==> config.mk <==
export PLATFORM = sky130hd
export DESIGN_NAME = stream_receive_flow_window
export DESIGN_NICKNAME = d
export VERILOG_FILES = /design/src/rtl/srfw_pkg.sv /design/src/rtl/srfw_cfg.sv /design/src/rtl/srfw_core.sv /design/src/rtl/stream_receive_flow_window.sv
export SDC_FILE = /design/constraint.sdc
export NUM_CORES = 2
export LEC_CHECK = 0
export BUFFER_PORTS_ARGS = -buffer_cell sky130_fd_sc_hd__buf_2
export CORE_MARGIN = 3
export CORE_UTILIZATION = 50
export DETAILED_ROUTE_END_ITERATION = 10
export GPL_ROUTABILITY_DRIVEN = 1
export GPL_TIMING_DRIVEN = 0
export PLACE_DENSITY = 0.71
export SYNTH_ARGS = -nofsm -noshare
export SYNTH_HDL_FRONTEND = slang
export SYNTH_SLANG_ARGS = --single-unit
==> constraint.sdc <==
create_clock -name clk -period 12.7 [get_ports clk]
set_input_delay 2.54 -clock clk [delete_from_list [all_inputs] [get_ports clk]]
set_output_delay 2.54 -clock clk [all_outputs]
set_load 0.02 [all_outputs]
==> src/rtl/srfw_pkg.sv <==
// ----------------------------------------------------------------------------
// srfw_pkg: shared types and constants of the stream receive flow window
// item layouts, opcodes, register map and configuration bundle
// ----------------------------------------------------------------------------
package srfw_pkg;

  // offset width of received and read offsets
  localparam int OFFSET_BITS = 62;
  localparam int LIMIT_BITS  = 64;
  localparam int TIME_BITS   = 64;
  localparam int WIN_BITS    = 32;
  localparam int RTT_BITS    = 32;

  // apb register map
  localparam int APB_DATA_BITS = 32;
  localparam int APB_ADDR_BITS = 4;
  localparam int REG_IDX_BITS  = 2;

  localparam logic [REG_IDX_BITS-1:0] REG_INITIAL_WINDOW    = 2'd0;
  localparam logic [REG_IDX_BITS-1:0] REG_WINDOW_CAP        = 2'd1;
  localparam logic [REG_IDX_BITS-1:0] REG_CONN_LIMIT_ENABLE = 2'd2;
  localparam logic [REG_IDX_BITS-1:0] REG_CONN_WINDOW_LIMIT = 2'd3;

  // register reset values
  localparam logic [WIN_BITS-1:0] INITIAL_WINDOW_RST    = 32'd65536;
  localparam logic [WIN_BITS-1:0] WINDOW_CAP_RST        = 32'd16777216;
  localparam logic                CONN_LIMIT_ENABLE_RST = 1'b1;
  localparam logic [WIN_BITS-1:0] CONN_WINDOW_LIMIT_RST = 32'd16777216;

  // opcodes
  localparam logic [1:0] OP_INIT          = 2'd0;
  localparam logic [1:0] OP_DATA_RECEIVED = 2'd1;
  localparam logic [1:0] OP_READ_ADVANCED = 2'd2;
  localparam logic [1:0] OP_UPDATE_CHECK  = 2'd3;

  typedef struct packed {
    logic [1:0]             opcode;
    logic [OFFSET_BITS-1:0] offset;
    logic [TIME_BITS-1:0]   now_time;
    logic [RTT_BITS-1:0]    smoothed_rtt;
    logic                   conn_grant;
  } in_item_t;

  typedef struct packed {
    logic                   accepted;
    logic                   violation;
    logic [LIMIT_BITS-1:0]  advertised_limit;
    logic [WIN_BITS-1:0]    window_size;
    logic [OFFSET_BITS-1:0] conn_increment;
  } out_item_t;

  typedef struct packed {
    logic [WIN_BITS-1:0] initial_window;
    logic [WIN_BITS-1:0] window_cap;
    logic                conn_limit_enable;
    logic [WIN_BITS-1:0] conn_window_limit;
  } cfg_t;

endpackage

==> src/rtl/srfw_cfg.sv <==
// ----------------------------------------------------------------------------
// srfw_cfg: configuration registers
// apb write and read access to the four window control registers
// ----------------------------------------------------------------------------
module srfw_cfg (
  input  logic                                 clk,
  input  logic                                 rst,
  input  logic                                 psel,
  input  logic                                 penable,
  input  logic                                 pwrite,
  input  logic [srfw_pkg::APB_ADDR_BITS-1:0]   paddr,
  input  logic [srfw_pkg::APB_DATA_BITS-1:0]   pwdata,
  output logic [srfw_pkg::APB_DATA_BITS-1:0]   prdata,
  output srfw_pkg::cfg_t                       cfg
);

  logic                                wr;
  logic [srfw_pkg::REG_IDX_BITS-1:0]   idx;

  assign idx = paddr[srfw_pkg::APB_ADDR_BITS-1:2];
  assign wr  = psel && penable && pwrite;

  // register writes
  always_ff @(posedge clk) begin
    if (rst) begin
      cfg.initial_window    <= srfw_pkg::INITIAL_WINDOW_RST;
      cfg.window_cap        <= srfw_pkg::WINDOW_CAP_RST;
      cfg.conn_limit_enable <= srfw_pkg::CONN_LIMIT_ENABLE_RST;
      cfg.conn_window_limit <= srfw_pkg::CONN_WINDOW_LIMIT_RST;
    end else if (wr) begin
      case (idx)
        srfw_pkg::REG_INITIAL_WINDOW:    cfg.initial_window    <= pwdata;
        srfw_pkg::REG_WINDOW_CAP:        cfg.window_cap        <= pwdata;
        srfw_pkg::REG_CONN_LIMIT_ENABLE: cfg.conn_limit_enable <= pwdata[0];
        srfw_pkg::REG_CONN_WINDOW_LIMIT: cfg.conn_window_limit <= pwdata;
        default: begin
        end
      endcase
    end
  end

  // read mux
  always_comb begin
    case (idx)
      srfw_pkg::REG_INITIAL_WINDOW:    prdata = cfg.initial_window;
      srfw_pkg::REG_WINDOW_CAP:        prdata = cfg.window_cap;
      srfw_pkg::REG_CONN_LIMIT_ENABLE:
        prdata = {{(srfw_pkg::APB_DATA_BITS-1){1'b0}}, cfg.conn_limit_enable};
      srfw_pkg::REG_CONN_WINDOW_LIMIT: prdata = cfg.conn_window_limit;
      default:                         prdata = '0;
    endcase
  end

endmodule

==> src/rtl/srfw_core.sv <==
// ----------------------------------------------------------------------------
// srfw_core: flow window state and update logic
// holds limit, offsets, window and last update time; one item per step
// ----------------------------------------------------------------------------
module srfw_core (
  input  logic                 clk,
  input  logic                 rst,
  input  logic                 step,
  input  srfw_pkg::in_item_t   item,
  input  srfw_pkg::cfg_t       cfg,
  output srfw_pkg::out_item_t  res
);

  localparam int OB = srfw_pkg::OFFSET_BITS;
  localparam int LB = srfw_pkg::LIMIT_BITS;
  localparam int TB = srfw_pkg::TIME_BITS;
  localparam int WB = srfw_pkg::WIN_BITS;

  // state
  logic [LB-1:0] limit_offset,     limit_offset_next;
  logic [OB-1:0] consumed_offset,  consumed_offset_next;
  logic [OB-1:0] highest_received, highest_received_next;
  logic [WB-1:0] window_now,       window_now_next;
  logic [TB-1:0] last_update_time, last_update_time_next;

  // limit move inputs, forced to the cleared state on init
  logic          is_init;
  logic [LB-1:0] base_limit;
  logic [LB-1:0] base_consumed;
  logic [TB-1:0] base_last;
  logic [WB-1:0] base_window;

  logic [LB-1:0] room;
  logic          move;
  logic [TB-1:0] elapsed;
  logic          fast;
  logic [WB:0]   cand_dbl;
  logic [WB:0]   cand_cap;
  logic [WB:0]   cand_conn;
  logic [WB-1:0] grown;
  logic [LB-1:0] moved_limit;
  logic [LB-1:0] off_wide;

  assign is_init       = (item.opcode == srfw_pkg::OP_INIT);
  assign base_limit    = is_init ? '0 : limit_offset;
  assign base_consumed = is_init ? '0 : LB'(consumed_offset);
  assign base_last     = is_init ? '0 : last_update_time;
  assign base_window   = is_init ? cfg.initial_window : window_now;

  // remaining room against half a window
  assign room = (base_limit > base_consumed) ? (base_limit - base_consumed) : '0;
  assign move = (room < LB'(base_window >> 1));

  // autotune: double when the previous move is within two rtts
  assign elapsed   = item.now_time - base_last;
  assign fast      = (elapsed < TB'({item.smoothed_rtt, 1'b0}));
  assign cand_dbl  = {base_window, 1'b0};
  assign cand_cap  = (cand_dbl > {1'b0, cfg.window_cap}) ? {1'b0, cfg.window_cap} : cand_dbl;
  assign cand_conn = (cfg.conn_limit_enable && (cand_cap > {1'b0, cfg.conn_window_limit})) ?
                     {1'b0, cfg.conn_window_limit} : cand_cap;
  assign grown     = (fast && (cand_conn > {1'b0, base_window})) ? cand_conn[WB-1:0] :
                     base_window;
  assign moved_limit = base_consumed + LB'(grown);
  assign off_wide    = LB'(item.offset);

  // next state and result
  always_comb begin
    limit_offset_next     = limit_offset;
    consumed_offset_next  = consumed_offset;
    highest_received_next = highest_received;
    window_now_next       = window_now;
    last_update_time_next = last_update_time;
    res.accepted          = 1'b0;
    res.violation         = 1'b0;
    res.conn_increment    = '0;
    case (item.opcode)
      srfw_pkg::OP_INIT: begin
        consumed_offset_next  = '0;
        highest_received_next = '0;
        limit_offset_next     = move ? moved_limit : '0;
        window_now_next       = move ? grown : cfg.initial_window;
        last_update_time_next = move ? item.now_time : '0;
        res.accepted          = move;
      end
      srfw_pkg::OP_DATA_RECEIVED: begin
        if (off_wide <= limit_offset) begin
          if (cfg.conn_limit_enable && (item.offset > highest_received)) begin
            res.conn_increment = item.offset - highest_received;
          end
          if (!cfg.conn_limit_enable || item.conn_grant) begin
            highest_received_next = item.offset;
            res.accepted          = 1'b1;
          end
        end else begin
          res.violation = 1'b1;
        end
      end
      srfw_pkg::OP_READ_ADVANCED: begin
        if (cfg.conn_limit_enable && (item.offset > consumed_offset)) begin
          res.conn_increment = item.offset - consumed_offset;
        end
        consumed_offset_next = item.offset;
      end
      srfw_pkg::OP_UPDATE_CHECK: begin
        if (move) begin
          limit_offset_next     = moved_limit;
          window_now_next       = grown;
          last_update_time_next = item.now_time;
        end
        res.accepted = move;
      end
      default: begin
      end
    endcase
    res.advertised_limit = limit_offset_next;
    res.window_size      = window_now_next;
  end

  always_ff @(posedge clk) begin
    if (rst) begin
      limit_offset     <= '0;
      consumed_offset  <= '0;
      highest_received <= '0;
      window_now       <= '0;
      last_update_time <= '0;
    end else if (step) begin
      limit_offset     <= limit_offset_next;
      consumed_offset  <= consumed_offset_next;
      highest_received <= highest_received_next;
      window_now       <= window_now_next;
      last_update_time <= last_update_time_next;
    end
  end

endmodule

==> src/rtl/stream_receive_flow_window.sv <==
// ----------------------------------------------------------------------------
// stream_receive_flow_window: receive flow-control window of one stream
// path: input register, limit and window update, then the result register
// throughput: one item per cycle unless the receiver stalls the result register
// reset clears the window state and loads the register defaults
// ----------------------------------------------------------------------------
module stream_receive_flow_window (
  input  logic                                 clk,
  input  logic                                 rst,
  input  logic                                 in_valid,
  output logic                                 in_ready,
  input  srfw_pkg::in_item_t                   in_data,
  output logic                                 out_valid,
  input  logic                                 out_ready,
  output srfw_pkg::out_item_t                  out_data,
  input  logic                                 psel,
  input  logic                                 penable,
  input  logic                                 pwrite,
  input  logic [srfw_pkg::APB_ADDR_BITS-1:0]   paddr,
  input  logic [srfw_pkg::APB_DATA_BITS-1:0]   pwdata,
  output logic [srfw_pkg::APB_DATA_BITS-1:0]   prdata,
  output logic                                 pready
);

  srfw_pkg::cfg_t      cfg;
  srfw_pkg::in_item_t  stage;
  logic                stage_valid;
  srfw_pkg::out_item_t res;
  logic                step;

  assign pready = 1'b1;

  srfw_cfg u_cfg (
    .clk     (clk),
    .rst     (rst),
    .psel    (psel),
    .penable (penable),
    .pwrite  (pwrite),
    .paddr   (paddr),
    .pwdata  (pwdata),
    .prdata  (prdata),
    .cfg     (cfg)
  );

  // the staged item is processed whenever the result register is free
  assign step     = stage_valid && (!out_valid || out_ready);
  assign in_ready = !stage_valid || step;

  // input register
  always_ff @(posedge clk) begin
    if (rst) begin
      stage_valid <= 1'b0;
    end else if (in_ready) begin
      stage_valid <= in_valid;
    end
  end

  always_ff @(posedge clk) begin
    if (in_ready && in_valid) begin
      stage <= in_data;
    end
  end

  srfw_core u_core (
    .clk  (clk),
    .rst  (rst),
    .step (step),
    .item (stage),
    .cfg  (cfg),
    .res  (res)
  );

  // result register
  always_ff @(posedge clk) begin
    if (rst) begin
      out_valid <= 1'b0;
    end else if (step) begin
      out_valid <= 1'b1;
    end else if (out_ready) begin
      out_valid <= 1'b0;
    end
  end

  always_ff @(posedge clk) begin
    if (step) begin
      out_data <= res;
    end
  end

`ifndef SYNTH
  // a staged item with a free result register always produces a result
  assert property (@(posedge clk) disable iff (rst)
    (stage_valid && !out_valid) |=> out_valid)
    else $error("staged item not processed");

  // a violation never reports an increment or acceptance
  assert property (@(posedge clk) disable iff (rst)
    (out_valid && out_data.violation) |->
      (out_data.conn_increment == '0) && !out_data.accepted)
    else $error("violation with increment or acceptance");

  // read_advanced never accepts and never flags a violation
  assert property (@(posedge clk) disable iff (rst)
    (step && (stage.opcode == srfw_pkg::OP_READ_ADVANCED)) |=>
      (!out_data.accepted && !out_data.violation))
    else $error("read item flagged as accepted");

  // without a connection controller no increment is reported
  assert property (@(posedge clk) disable iff (rst)
    (step && !cfg.conn_limit_enable) |=> (out_data.conn_increment == '0))
    else $error("increment without connection controller");
`endif

endmodule

* Word level (Yosys, flattened, before mapping)
Index checks and enable logic that the tools add are counted.
** Storage, ports and cells
- Memory bits (writable) :: 0
- Memory bits (read-only) :: 0
- Memories kept :: 0
- Flip-flop bits (word level) :: 704
- Logic and storage cells :: 104
- Latch bits :: 0
** Cells by class
- Multiply operators :: 0
- $lt $le $gt $ge :: 9
- $add $sub $neg :: 5
- Bitwise logic cells :: 0
- Equality and inequality tests :: 9
- Reduce and logical (&&, ||, !) cells :: 28
- Shift operators :: 0
- Divide/modulo/power cells :: 0
- Multiplexer cells :: 32
** Operators by type and width (count)
- 64-bit 2-to-1 mux :: 7
- 62-bit 2-to-1 mux :: 6
- 62-bit one-hot mux with 2 select lines :: 3
- 64-bit one-hot mux with 2 select lines :: 2
- 32-bit 2-to-1 mux :: 4
- 32-bit one-hot mux with 4 select lines :: 1
- 64-bit subtractor :: 2
- 62-bit > comparator :: 2
- 62-bit subtractor :: 2
- 33-bit by 32-bit > comparator with 1-bit output :: 3
- 33-bit 2-to-1 mux :: 2
- 64-bit by 32-bit adder with 64-bit output :: 1
- 64-bit > comparator :: 1
- 62-bit by 64-bit <= comparator with 1-bit output :: 1
- 64-bit by 31-bit less-than comparator with 1-bit output :: 1
- 64-bit by 33-bit less-than comparator with 1-bit output :: 1
- 32-bit one-hot mux with 2 select lines :: 1
- 2-bit AND reduction :: 5
- 2-bit equality test, second input constant :: 4
- 1-bit logical AND :: 8
- 2-bit nonzero test :: 4
- 2-bit by 1-bit != test with 1-bit output, second input constant :: 3
- 1-bit 2-to-1 mux :: 5
- 2-bit by 1-bit equality test with 1-bit output, second input constant :: 2
- other kinds (7) :: 12

* Depth between registers and ports, before layout
- Word-level depth :: 13
- Gate-level depth with buffers :: 62
- Mapped depth without buffers :: 56

* Cells and area by module
Synthesis repeated with hierarchy kept, for this count alone.
** Unflattened totals
- Cells, all modules :: 5978
- Area total of the unflattened synthesis :: 51654.5 um2
** By module, submodules not included
- srfw_core :: area each 37324.5 um2, sequential area each 5685.5 um2, cells each 5181, times used 1
- stream_receive_flow_window :: area each 9754.4 um2, sequential area each 9679.3 um2, cells each 333, times used 1
- srfw_cfg :: area each 4575.6 um2, sequential area each 1941.9 um2, cells each 464, times used 1

* Least setup slack after synthesis
OpenSTA, ideal clock, no wires.
- Path kind :: reg2reg
- Start :: reg stage[159] (netlist bit)
- End :: reg out_data[154] (netlist bit) (data pin)
- Arrival time :: 12847 ps
- Data required time :: 12443 ps
- Stages on the path, launching flop included :: 63
- Period minus slack after synthesis :: 13104 ps
- Slack :: -404 ps
- Library setup time :: 257 ps
- Cells stage by stage :: edfxtp_1 -> inv_1 -> ha_1 -> buf_2 -> buf_1 -> clkbuf_1 -> mux2i_1 -> inv_1 -> ha_1 -> a21o_1 -> a21o_1 -> a21o_1 -> a21o_1 -> a21oi_1 -> nor2_1 -> a211oi_1 -> o21a_1 -> clkbuf_1 -> [27 not listed] -> buf_6 -> mux2i_1 -> ha_1 -> fa_1 -> a21o_1 -> a21oi_1 -> o21bai_1 -> a21oi_1 -> o211ai_1 -> nand4_1 -> a211oi_1 -> nor2_1 -> o31ai_1 -> a31oi_1 -> or4_1 -> nor3_1 -> xnor2_1 -> a32o_1
** RTL lines
- from (decl) :: line stream_receive_flow_window.sv:26 : srfw_pkg::in_item_t stage;
- from (signal assigned) :: line stream_receive_flow_window.sv:60 : stage <= in_data;
- to (signal assigned) :: line stream_receive_flow_window.sv:86 : out_data <= res;
- to (decl) :: line stream_receive_flow_window.sv:15 : output srfw_pkg::out_item_t out_data,

==> run_results.csv <==
group,metric,value,unit
drt,wirelength,179000,µm
die,core,102000,µm²
drt,dr.first_iter.drc_count,5141,
setup_path,crit_type,"reg -> reg",
clock_tree,root_buffer,"clkbuf_16",
yosys,netlist_top_cells_area,"edfxtp_1 19%, dfxtp_1 15%, ha_1 12%",
outcome,outcome,"finished clean",
die,rows,117,
timing,final-setup-viol-count,0,
timing,report.final.slew_viol_count,0,
timing,fmax,78.9,MHz
clock_tree,cts_tree,"yes",
layout,layout_commonest_cell,"nand2_1",
yosys,avgSynthCellArea,8.48,µm²
die,dieWidth,327,µm
pwr,peakVddDrop,0.116,mV
drt,routed_via_density,6.07,
layout,regArea,17300,µm²
clock_tree,cts.sinks,704,
die,start_util,50.5,%
timing,grt_setup_unrepaired,"yes",
layout,diodes,0,
run,maxCapViolCount,0,
drt,firstDrtPassIters,6,
drt,drt.antenna.violating_nets,0,
timing,period_share,99.7,%
yosys,synth_seq_cells,704,
layout,utilization,59.3,%
die,io_pins,399,
placed_design,port_buffers,394,
pwr,total_power,7.48,mW
timing,clock_skew,37.0,ps
setup_path,critPathLaunchType,"flop",
global_routing,grt_use_total,32.0,%
setup_path,worst_path_largest_cell_delay,510,ps
yosys,netlist_area,51500,µm²
setup_path,cp.required,13120,ps
yosys,ys.flop_type,"dfxtp_1",
global_routing,antenna_found_initial,3,
clock_tree,h-tree-depth,3,
clock_tree,path_clk_slew,60,ps
setup_path,worstPathArrival,13090,ps
placed_design,globalplace.congestion,0.972,
timing,setup_tns,0,ps
clock_tree,cts_buffer_depth,3,
pwr,cellPowerDensity,124,nW/µm²
global_routing,grt_pass1_wl,267000,µm
yosys,ys.warnings.count,0,
layout,fin_nets,7354,
drt,drc,0,
placed_design,dp_hpwl,141000,µm
layout,syn_to_final_growth,17.3,%
global_routing,grt_max_degree,74,
layout,drive_gt1_share,15.8,%
drt,vias,48999,
setup_path,critPathCaptureType,"flop",
yosys,synth_top_area_share,18.7,%
layout,fill_cells,9209,
yosys,synth_cells,6067,
yosys,syn_nets,6778,
clock_tree,hold_buffers,0,
setup_path,cp_slowest_cell,"or4_4",
die,die_h,327,µm
timing,max-slew-margin-rel,10.8,%
yosys,seq_area_frac_synth,33.6,%
timing,tightest_slew,1340,ps
layout,final_cell_mix,"645 x nand2_1, 539 x a21oi_1, 525 x nor2_1, 478 x ha_1, 466 x inv_1",
clock_tree,cts_inserted_buffers,79,
global_routing,grt_pass1_vias,45397,
timing,hold_viol,0,
min_path,hold_class,"reg -> reg",
yosys,async_flop_share,0,%
yosys,yosysTopAreaCell,"edfxtp_1",
yosys,yosys.cell_types.count,110,
setup_path,cp_max_fo,10,
timing,fin_crit,12670,ps
layout,multi_input_area,32400,µm²
die,die_area,107000,µm²
pwr,p_leak,24.9,nW
yosys,synth_edf_count,321,
drt,routedWlPerCell,22.2,µm
clock_tree,insertion_delay,680,ps
global_routing,grt-ovfl-total,0,
## final timing paths
| path | start | to | slack (ps) | depth (start not counted) |
|---|---|---|---|---|
| worst max-delay path | stage[160]$_DFFE_PP_ | out_data[154]$_DFFE_PP_ | 30 | 58 |
| worst min-delay path | u_cfg.cfg[28]$_SDFFE_PP0P_ | u_cfg.cfg[28]$_SDFFE_PP0P_ | 450 | 2 |
| worst max register to register | stage[160]$_DFFE_PP_ | out_data[154]$_DFFE_PP_ | 30 | 58 |
| worst min register to register | u_cfg.cfg[28]$_SDFFE_PP0P_ | u_cfg.cfg[28]$_SDFFE_PP0P_ | 450 | 2 |
## repair_timing
item / CTS / global route
gates resized for setup: 180 / 202
endpoints found under the hold margin: 0 / 0
pin swaps: 33 / 66
endpoints found under the setup margin: 190 / 86
cloned: 3 / 3
setup buffers: 48 / 50
## worst max-delay path, delay by kind of cell (launching register included)
kind / cells / cell delay [ps]
AOI/OAI and AO/OA: 24 / 5340
DFF: 1 / 500
adders and majority gates: 5 / 1290
and+or+nand+nor: 12 / 2260
buffers and inverters: 14 / 2110
muxes: 2 / 700
xor gates and xnor gates: 1 / 110
## state kept, by name (all words and copies together), names as in the netlist
register	flops
u_cfg.cfg	97
stage	161
u_core.consumed_offset	62
stage_valid	1
out_valid	1
out_data	160
u_core.limit_offset	64
u_core.last_update_time	64
u_core.window_now	32
u_core.highest_received	62
## through the flow
stage / area (µm²) / worst slack (ps) / hold WS, ps / std cells
finish: 60400 / 33.7 / 454 / 8078
global route: 60400 / -397 / 476 / 8078
CTS: 59100 / 0.753 / 455 / 8028
detailed placement: 55300 / -5390 / 447 / 7833
global placement: 55200 / -5440 / 442 / 7829
floorplan: 51500 / 47.0 / 436 / 6067
## layout make-up
type                       count  share of cell area, %
clock buffer                  94                   3.40
inverter                     477                   2.98
tap                         1368                   2.83
clock inverter                54                  0.887
buffer                       295                   2.57
sequential                   704                   28.7
timing repair buffer         501                   4.93
multi-input combinational   4585                   53.7
## logic make-up (layout without fill, tap and decap cells)
| kind of cell | after synthesis | count (layout) | synth area share (%) |
|---|---|---|---|
| AOI/OAI and AO/OA | 1824 | 1824 | 23.8 |
| xor gates and xnor gates | 238 | 238 | 4.05 |
| adders and majority gates | 507 | 507 | 12.4 |
| buffers and inverters | 778 | 1421 | 6.06 |
| DFF | 704 | 704 | 33.6 |
| muxes | 175 | 175 | 3.60 |
| other | 1 | 1 | 0.00729 |
| and+or+nand+nor | 1840 | 1840 | 16.4 |
## metal layers
layer | track usage, % | up-vias | part of all wire (%)
li1 | - | 23205 | -
met1 | 44.0 | 23350 | 43
met2 | 50.8 | 2095 | 44
met3 | 5.18 | 347 | 8.5
met4 | 11.9 | 2 | 4.0
met5 | 0 | - | 0.0072
## report_power, final
part	leakage (nW)	internal (mW)	switching [mW]
Sequential	6.22	2.47	0.0754
Clock	1.27	1.32	1.00
Combinational	17.5	1.01	1.61
Total	24.9	4.80	2.69
## Yosys cell counts (14+ instances only)
master / n
a21oi_1: 550
nand3_1: 118
a221oi_2: 31
edfxtp_1: 321
nor3_1: 96
o21bai_1: 44
o22ai_1: 59
nand2_1: 648
a211oi_1: 33
o2111ai_1: 14
dfxtp_1: 383
a21boi_0: 14
and3_1: 68
and2_1: 61
xnor2_1: 134
buf_2: 43
nand4_1: 119
a21o_1: 210
xor2_1: 104
a31oi_1: 61
o211ai_1: 37
nor4_1: 28
ha_1: 502
buf_6: 14
nor2_1: 533
or2_2: 15
clkbuf_1: 218
inv_1: 475
buf_1: 15
or3_1: 19
nor2b_1: 47
o21a_1: 48
nand2b_1: 34
mux2_2: 69
o31ai_1: 28
a22oi_1: 112
o21ai_0: 259
a22o_1: 160
mux2i_1: 105
(Power assumes the default switching activity.)
